## src/rtl/cau_pkg.sv

```systemverilog
package cau_pkg;

	localparam int DATA_W = 16;
	localparam int FRAC_W = 8;
	localparam int FUNC_W = 3;
	localparam int STAT_W = 2;

	localparam int PROD_W = 2 * DATA_W;
	localparam int SUM_W  = 2 * DATA_W + 2;
	localparam int MAG_W  = SUM_W - 1;
	localparam int DEN_W  = 2 * DATA_W;
	localparam int QW     = DATA_W + 1;
	localparam int NUM_W  = MAG_W + FRAC_W;
	localparam int DSH_W  = DEN_W + QW;
	localparam int WW     = ((NUM_W > DSH_W) ? NUM_W : DSH_W) + 1;

	localparam int IN_W   = ((FUNC_W + 4 * DATA_W + 7) / 8) * 8;
	localparam int OUT_W  = ((2 * DATA_W + STAT_W + 7) / 8) * 8;

	typedef enum logic [FUNC_W-1:0] {
		FN_ADD = 3'd0,
		FN_SUB = 3'd1,
		FN_NEG = 3'd2,
		FN_MUL = 3'd3,
		FN_DIV = 3'd4
	} func_t;

	typedef enum logic [STAT_W-1:0] {
		ST_OK  = 2'd0,
		ST_SAT = 2'd1,
		ST_DZ  = 2'd2
	} stat_t;

	localparam logic signed [SUM_W-1:0] POS_L = {{(SUM_W-DATA_W+1){1'b0}}, {(DATA_W-1){1'b1}}};
	localparam logic signed [SUM_W-1:0] NEG_L = {{(SUM_W-DATA_W+1){1'b1}}, {(DATA_W-1){1'b0}}};

	typedef struct packed {
		logic              sat;
		logic [DATA_W-1:0] val;
	} clamp_t;

	// item travelling down the divider chain
	typedef struct packed {
		logic              valid;
		logic              is_div;
		logic              ovf_re;
		logic              ovf_im;
		logic              neg_re;
		logic              neg_im;
		logic [WW-1:0]     rem_re;
		logic [WW-1:0]     rem_im;
		logic [WW-1:0]     dsh;
		logic [QW-1:0]     q_re;
		logic [QW-1:0]     q_im;
		logic [DATA_W-1:0] res_re;
		logic [DATA_W-1:0] res_im;
		stat_t             status;
	} cell_t;

	function automatic clamp_t clamp_fn(input logic signed [SUM_W-1:0] v);
		clamp_t r;
		r.sat = 1'b0;
		r.val = v[DATA_W-1:0];
		if (v > POS_L) begin
			r.sat = 1'b1;
			r.val = POS_L[DATA_W-1:0];
		end else if (v < NEG_L) begin
			r.sat = 1'b1;
			r.val = NEG_L[DATA_W-1:0];
		end
		return r;
	endfunction

	// saturate an unsigned quotient with its sign
	function automatic clamp_t qclamp_fn(input logic neg, input logic ovf,
			input logic [QW-1:0] q);
		clamp_t r;
		logic   big;
		if (neg) begin
			big   = ovf | q[QW-1] | (q[QW-2] & (|q[QW-3:0]));
			r.sat = big;
			r.val = big ? NEG_L[DATA_W-1:0] : DATA_W'(~q + 1'b1);
		end else begin
			big   = ovf | q[QW-1] | q[QW-2];
			r.sat = big;
			r.val = big ? POS_L[DATA_W-1:0] : q[DATA_W-1:0];
		end
		return r;
	endfunction

endpackage

```

## src/rtl/cau_div_cell.sv

```systemverilog
module cau_div_cell import cau_pkg::*; (
	input  logic  clk,
	input  logic  arst_n,
	input  logic  en,
	input  cell_t din,
	output cell_t dout
);

	logic  ge_re, ge_im;
	cell_t nx;

	// one restoring step per cell for both parts; divisor walks right by one
	always_comb begin
		ge_re     = din.rem_re >= din.dsh;
		ge_im     = din.rem_im >= din.dsh;
		nx        = din;
		nx.rem_re = ge_re ? din.rem_re - din.dsh : din.rem_re;
		nx.rem_im = ge_im ? din.rem_im - din.dsh : din.rem_im;
		nx.q_re   = {din.q_re[QW-2:0], ge_re};
		nx.q_im   = {din.q_im[QW-2:0], ge_im};
		nx.dsh    = din.dsh >> 1;
	end

	always_ff @(posedge clk or negedge arst_n) begin
		if (!arst_n) begin
			dout <= '0;
		end else if (en) begin
			dout <= nx;
		end
	end

endmodule

```

## config.mk

```make
export PLATFORM = sky130hd
export DESIGN_NAME = cau_div_cell
export DESIGN_NICKNAME = d
export VERILOG_FILES = /design/src/rtl/cau_pkg.sv /design/src/rtl/cau_div_cell.sv
export SDC_FILE = /design/constraint.sdc
export NUM_CORES = 1
export LEC_CHECK = 0
export BUFFER_PORTS_ARGS = -buffer_cell sky130_fd_sc_hd__buf_2
export CAP_MARGIN = 20
export CORE_MARGIN = 1
export CORE_UTILIZATION = 40
export DETAILED_ROUTE_END_ITERATION = 7
export HOLD_SLACK_MARGIN = 0.08
export PLACE_DENSITY_LB_ADDON = 0.25
export SYNTH_ARGS = -nofsm -noshare
export SYNTH_HDL_FRONTEND = slang
export SYNTH_SLANG_ARGS = --single-unit
```

## constraint.sdc

```tcl
create_clock -name clk -period 1.3 [get_ports clk]
set_input_delay 0.325 -clock clk [delete_from_list [all_inputs] [get_ports clk]]
set_output_delay 0.325 -clock clk [all_outputs]
set_load 0.05 [all_outputs]
```

; Word level (Yosys, flattened, before mapping)
; Index checks and enable logic that the tools add are counted.
[word_totals]
ff_bits = 223
output_inout_bits = 224
word_cells = 20
[classes]
add_sub_neg = 2
order_cmp = 2
muxes = 2
[op_table]
columns = op, count
row1 = 50-bit greater-or-equal comparator, 2
row2 = 50-bit 2-to-1 mux, 2
row3 = 50-bit subtractor, 2

; Longest topological paths before layout
; Gate-level depths: netlist of run 1.
[logic_depth]
ltp_word = 2
ltp_mapped = 17
mapped_depth_nobuf = 14

; Least setup slack after synthesis of run 1
; Ideal clock, no wire load.
[synth_path]
kind = in2reg
startpoint = input din[118] in the netlist's numbering
endpoint = register dout[155] in the netlist's numbering
setup_ns = 0.126
t_arrival_ns = 2.933
t_required_ns = 1.174
setup_slack_ns = -1.759
cell_stages = 15
path_buffers = 1
path_cell_list = inv_1 ha_1 inv_1 fa_1 a21oi_1 o211ai_1 a21oi_1 nor4_2 o221a_2 o21bai_4 a21oi_2 or2_1 buf_2 and4_1 o32a_1
[synth_via]
elab_chain_len = 2
elab_cells_between_ends = 3
classes_between = add/sub: 1 / order compare: 1 / mux: 1
[synth_lines]
columns = item, line_no
row1 = start: declaration, cau_div_cell.sv:5  ; input cell_t din,
row2 = 50-bit subtractor / 50-bit greater-or-equal comparator (equally long branches), "cau_div_cell.sv:18, cau_div_cell.sv:15"
row3 = 50-bit 2-to-1 mux *, cau_div_cell.sv:18  ; nx.rem_im = ge_im ? din.rem_im - din.dsh : din.rem_im;
row4 = end signal: assignment, cau_div_cell.sv:28  ; dout <= nx;
row5 = end: declaration, cau_div_cell.sv:6  ; output cell_t dout
; Mark *: on every way between the ends. The rest lies on a longest branch, timed or not.
; A chain may end at the register's enable or synchronous reset.

; Worst setup path after layout of run 1
[layout_path]
startpoint = input din[118] in the netlist's numbering
endpoint = register dout[119] in the netlist's numbering
; The elaborated chain is that of the path after synthesis.

==> results of run 1 <==
[path summary, 6_finish.rpt]
path / start / endpoint / depth (start not counted)
worst min-delay path: din[160] / dout[160] / 3
worst min register to register: dout[51] / dout[51] / 1
max in group asynchronous: arst_n / dout[170] / 3
worst max register to register: dout[223] / dout[223] / 2
min in group asynchronous: arst_n / dout[190] / 2
worst max-delay path: din[118] / dout[119] / 18
[routing by layer]
layer / vias up / part of all wire (%) / global-route usage [%]
li1: 8375 / - / -
met1: 8829 / 39 / 39.89
met2: 841 / 50 / 55.63
met3: 189 / 7.7 / 5.942
met4: 4 / 4.0 / 13.52
met5: - / 0.038 / 0
[synth_stat cells (44+ instances only)]
cell type    n
a21o_1      66
a21oi_1    160
a31oi_1     48
clkbuf_1    60
dfrtp_1    223
ha_1       100
inv_1       75
mux2_2     123
mux2i_1     44
nand2_1    182
nor2_1     144
o21ai_0     79
xnor2_1     48
[power by group through the flow]
stage               Clock [mW]  Sequential (mW)  Combinational (mW)
floorplan                    0             11.7                4.35
global placement             0             8.44                12.2
detailed placement           0             8.48                12.3
CTS                       8.05             8.40                14.2
global route              8.38             8.74                17.2
finish                    8.01             8.68                16.4
[metrics by stage]
| step | setup TNS (ps) | std cells | hold slack, ps | setup WS [ps] |
|---|---|---|---|---|
| floorplan | -141240 | 1682 | 29.41 | -1637 |
| global placement | -215030 | 3030 | 237.4 | -2427 |
| detailed placement | -215730 | 3030 | 241.3 | -2484 |
| CTS | -169940 | 3304 | 80.19 | -1351 |
| global route | -177200 | 3383 | 87.31 | -1505 |
| finish | -162710 | 3386 | 102.1 | -1468 |
[area by class of cell]
class | instances | area (µm²) | area share [%]
Tap cell | 511 | 639.4 | 2.227
Inverter | 75 | 357.8 | 1.246
Clock buffer | 34 | 732.0 | 2.549
Clock inverter | 10 | 168.9 | 0.5883
Multi-Input combinational cell | 1292 | 10470 | 36.48
Timing Repair Buffer | 1231 | 10730 | 37.39
Sequential cell | 223 | 5580 | 19.44
Antenna cell | 10 | 25.02 | 0.08716
[cell families after synthesis]
group	count (synthesis)	synth area share (%)
buffers and inverters	167	4.885
AND/OR/NAND/NOR	464	13.69
AO/OA/AOI/OAI	474	19.57
adder cells (fa/ha/maj)	102	8.459
multiplexers	168	12.06
other	1	0.02457
XOR/XNOR	83	4.762
flip-flops	223	36.56
[worst max-delay path: stages]
cell and delay [ps]:
buf_12 110, inv_12 40, ha_4 110, inv_2 30
fa_2 340, a21oi_2 150, o211ai_1 210, a21oi_2 330
nor4_2 80, o221a_2 300, o21bai_4 160, a21oi_4 80
buf_6 120, nor2_4 130, buf_12 180, buf_16 180
nand2_1 100, a31oi_1 240
[what timing repair did]
item | CTS | global route
hold buffers | 170 | 0
pin swaps | 140 | 79
buffers inserted | 57 | 86
hold endpoints to repair | 392 | 0
resized for setup | 330 | 723
gates cloned | 6 | 0
endpoints found under the setup margin | 325 | 325
==> out/results.ini, run 1 <==
[pwr]
p_total_mw = 33.13
power_frac_seq_pct = 26.2
power.leakage_nw = 13.62
cellPowerDensity_nw_per_um2 = 1154
switching_power_mw = 13.03
swShare_pct = 39.32
p_int_mw = 20.10
pwr-share-comb_pct = 49.6
clkPwrFrac_pct = 24.2
ir_drop_uv = 1184

[detailed_routing]
wl_per_cell_um = 20.94
first_iter_violations = 1119
dr.pass1.iters = 5
route.detailed.drc = 0
dr_total_vias = 18240
avgViaCountPerCell = 5.386
drtAntennaViolNets = 0
postRouteWirelength_um = 70920

[clocking]
root_buffer = clkbuf_16
cts_tree = done
cts.path.max_buffers = 3
clock-sinks = 223
cts.clk_slew.worst_paths_ps = 70
clock_latency_ps = 550
htree_levels = 1
cts_made_buffers = 27

[global_route]
grt_pass1_vias = 18180
antenna_found_initial = 11
track_usage_pct = 32.44
grt_max_degree = 61
grt-ovfl-total = 0
grt_pass1_wl_um = 98180

[floorplanning]
die_h_um = 197.4
num_rows = 71
dieWidth_um = 197.4
dieArea_um2 = 38950
boundaryPins = 451
initial_core_util_pct = 40.62
core_area_um2 = 37580

[synthesis]
synth_top_area_share_pct = 36.56
yosysWarningCount = 0
yosysSeqAreaShare_pct = 36.56
yosys_register_bits = 223
synth.avg_cell_area_um2 = 9.075
syn_nets = 2011
synth_top_area_cell = dfrtp_1
synth_cell_type_count = 86
synthArstFlopShare_pct = 100.0
syn_inst = 1682
synth_top_cells_by_area = dfrtp_1, mux2_2, ha_1, a21oi_1, nand2_1
synth_edf_count = 0
ys.flop_type = dfrtp_1
syn_area_um2 = 15260

[worst_setup_path]
path_max_fanout = 15
crit_arrival_ps = 3260
end_kind = flip-flop
rrSetupSlack_ps = 330
required_ps = 1790
start_kind = primary input
critPathKind = in2reg

[sta]
hold_viol = 0
setup_ws_ps = -1468
fin_crit_ps = 2768
fmax_mhz = 361.2
maxSlewViolCount = 0
rsz0062_at_grt = true
fin_crit_sh_pct = 213.0
skew_ps = 0
worst_pin_slew_ps = 485.3
relSlewSlack_pct = 67.31
setup_viol = 325

[final_layout]
final_common_cell = buf_4
fill_cells = 2477
top_regs = dout (223)
drive_above_1_share_pct = 51.83
regMostFlops = dout
post-route-cell-area_um2 = 28710
final_util_pct = 76.41
fin_nets = 3179
synthToLayoutAreaGrowth_pct = 88.09
largest_reg_flops = 223
final_cell_mix = buf_4, buf_6, dfrtp_1, buf_2, dlygate4sd3_1

[flow_run]
drv_cap = 0

[outcome]
status = finished with violations
violations = negative setup slack

[min_path]
worst_hold_path_type = in2reg

[placement]
dp_hpwl_um = 46660
postPlaceCellArea_um2 = 21800
finalWeightedCongestion = 0.9556
port_buffers = 447

(Power assumes the default switching activity.)
==> run 2, diff against run 1 <==
--- a/config.mk
+++ b/config.mk
@@ -11,7 +11,7 @@
 export CORE_UTILIZATION = 40
 export DETAILED_ROUTE_END_ITERATION = 7
 export HOLD_SLACK_MARGIN = 0.08
-export PLACE_DENSITY_LB_ADDON = 0.25
+export PLACE_DENSITY = 0.64
 export SYNTH_ARGS = -nofsm -noshare
 export SYNTH_HDL_FRONTEND = slang
 export SYNTH_SLANG_ARGS = --single-unit
==> run 2 against run 1 <==
The run still ends with negative setup slack left; clock power rose by 3.1%; fmax rose by 3.9%; non-clock buffer count rose by 26; via count rose by 0.43%; first-iteration DRC count rose by 13%; combinational power rose by 2%; die area did not move; register-to-register slack got worse by 90 ps; routed wire length rose by 0.96%; global-route usage rose by 0.96 points; clock skew did not move; sequential share of layout area fell by 0.28 points; critical path type unchanged.
==> out/results.ini, run 2 (same netlist as run 1, synthesis figures left out) <==
[final_layout]
synthToLayoutAreaGrowth_pct = 90.90
final_cell_mix = buf_4, buf_6, dfrtp_1, buf_2, dlygate4sd3_1
fin_nets = 3206  ; +0.85%
post-route-cell-area_um2 = 29140  ; +1.5%
top_regs = dout (223)
largest_reg_flops = 223  ; unchanged
regMostFlops = dout
drive_above_1_share_pct = 53.66  ; +1.8 points
final_common_cell = buf_4
fill_cells = 2309  ; -6.8%

[min_path]
holdPathStages = 3  ; unchanged
worst_hold_path_type = in2reg

[sta]
relSlewSlack_pct = 64.84  ; -2.5 points
maxSlewViolCount = 0  ; unchanged
hold_viol = 0  ; unchanged
setup_viol = 325  ; unchanged
setup_ws_ps = -1364  ; +104.7 ps
worst_pin_slew_ps = 521.8  ; +36.57 ps
fmax_mhz = 375.4  ; +3.9%
fin_crit_ps = 2664  ; -104.7 ps
fin_crit_sh_pct = 204.9  ; -8.1 points
rsz0062_at_grt = true
skew_ps = 0  ; unchanged

[clocking]
cts_tree = done
htree_levels = 1  ; unchanged
clock-sinks = 223  ; unchanged
cts.path.max_buffers = 3  ; unchanged
cts_made_buffers = 27  ; unchanged
root_buffer = clkbuf_16
cts.clk_slew.worst_paths_ps = 60  ; about the same
clock_latency_ps = 570  ; +20 ps

[detailed_routing]
dr_total_vias = 18320  ; +0.43%
route.detailed.drc = 0  ; unchanged
wl_per_cell_um = 21.00  ; +0.28%
avgViaCountPerCell = 5.373  ; -0.25%
dr.pass1.iters = 6  ; +1
postRouteWirelength_um = 71600  ; +0.96%
first_iter_violations = 1260  ; +13%
drtAntennaViolNets = 0  ; unchanged

[worst_setup_path]
start_kind = primary input
required_ps = 1780  ; about the same
crit_arrival_ps = 3150  ; -110 ps
ff2ff_path_depth = 3  ; +1
critPathKind = in2reg
end_kind = flip-flop
path_max_fanout = 7  ; -8

[floorplanning]
dieWidth_um = 197.4  ; unchanged
boundaryPins = 451  ; unchanged
num_rows = 71  ; unchanged
dieArea_um2 = 38950  ; unchanged
die_h_um = 197.4  ; unchanged
initial_core_util_pct = 40.62  ; unchanged
core_area_um2 = 37580  ; unchanged

[pwr]
ir_drop_uv = 1089  ; -8.0%
cellPowerDensity_nw_per_um2 = 1158  ; +0.33%
p_total_mw = 33.73  ; +1.8%
power.leakage_nw = 13.80  ; +1.3%

[global_route]
grt_pass1_wl_um = 101600  ; +3.5%
grt-ovfl-total = 0  ; unchanged
grt_max_degree = 36  ; -41%
track_usage_pct = 33.40  ; +0.96 points
antenna_found_initial = 3  ; -8
grt_pass1_vias = 18470  ; +1.6%

[placement]
port_buffers = 447  ; unchanged
post-place-ws_ps = -2093  ; +390.4 ps
dp_hpwl_um = 45780  ; -1.9%
finalWeightedCongestion = 0.9652  ; +1.0%
postPlaceCellArea_um2 = 21760  ; -0.17%

[outcome]
violations = negative setup slack
status = finished with violations

[flow_run]
drv_cap = 0  ; unchanged

-- run 2: cell types whose count changed in the layout (fill, tap and decap cells not counted), moves of 6 or more --
| cell | delta |
|---|---|
| ha_4 | +7 |
| buf_6 | -23 |
| nand2_4 | +12 |
| inv_2 | +7 |
| nand2_2 | -15 |
| buf_4 | +58 |
| diode_2 | -8 |
| ha_1 | -6 |
| dlygate4sd3_1 | -11 |
-- run 2: cell type report --
class,instances,area [µm²],area share (%)
timing repair buffer,1257,10890,37.36
multi-input combinational,1293,10720,36.78
sequential,223,5582,19.15
clock buffer,37,783.3,2.688
tap,511,639.4,2.194
inverter,75,349.1,1.198
clock inverter,11,175.2,0.6011
antenna,2,5.005,0.01717
-- run 2: layer usage --
layer | part of all wire [%] | track usage [%]
met1 | 39 | 40.30
met2 | 50 | 59.64
met3 | 7.0 | 6.146
met4 | 3.7 | 10.71
met5 | 0.021 | 0
-- run 2: metrics by stage --
stage | TNS, ps | utilization (%) | cells | hold slack [ps]
CTS | -153970 | 73.69 | 3319 | 89.95
global route | -171450 | 77.54 | 3408 | 97.53
global placement | -194560 | 57.91 | 3025 | 250.4
floorplan | -141240 | - | 1682 | 29.41
detailed placement | -197300 | 57.91 | 3025 | 252.3
finish | -159020 | 77.55 | 3409 | 109.9
-- run 2: worst max-delay path: stages --
cell and delay [ps]:
buf_8 80, clkinvlp_4 120, buf_6 140, fa_2 390, a21oi_2 150, o211ai_1 140, a21oi_2 290, nor4_2 60
o221a_2 270, o21bai_4 180, a21oi_4 90, buf_6 130, nor2_4 110, buf_12 160, clkbuf_16 210, nand2_2 60
a31oi_1 210
-- run 2: timing repair --
action                                  4_1_cts  5_1_grt
hold buffers                                159        0
endpoints found under the setup margin      325      325
setup buffers                                85       92
gates cloned                                  8        4
gates resized for setup                     691      163
endpoints found under the hold margin       381        0
pin swaps                                   126      131
-- run 2: power breakdown --
part | internal [mW] | switching, mW | leakage, nW
clock | 5.00 | 3.26 | 0.469
combinational | 7.69 | 9.09 | 10.8
sequential | 7.88 | 0.808 | 2.58
total | 20.6 | 13.2 | 13.8
-- run 2: path summary, 6_finish.rpt --
| kind | start | end | slack, ps |
|---|---|---|---|
| hold reg to reg | dout[34] | dout[34] | 510 |
| setup / recovery | din[69] | dout[118] | -1360 |
| hold / removal | din[196] | dout[196] | 110 |
| max in group asynchronous | arst_n | dout[25] | 520 |
| setup reg to reg | dout[2] | dout[2] | 240 |
| min in group asynchronous | arst_n | dout[79] | 250 |
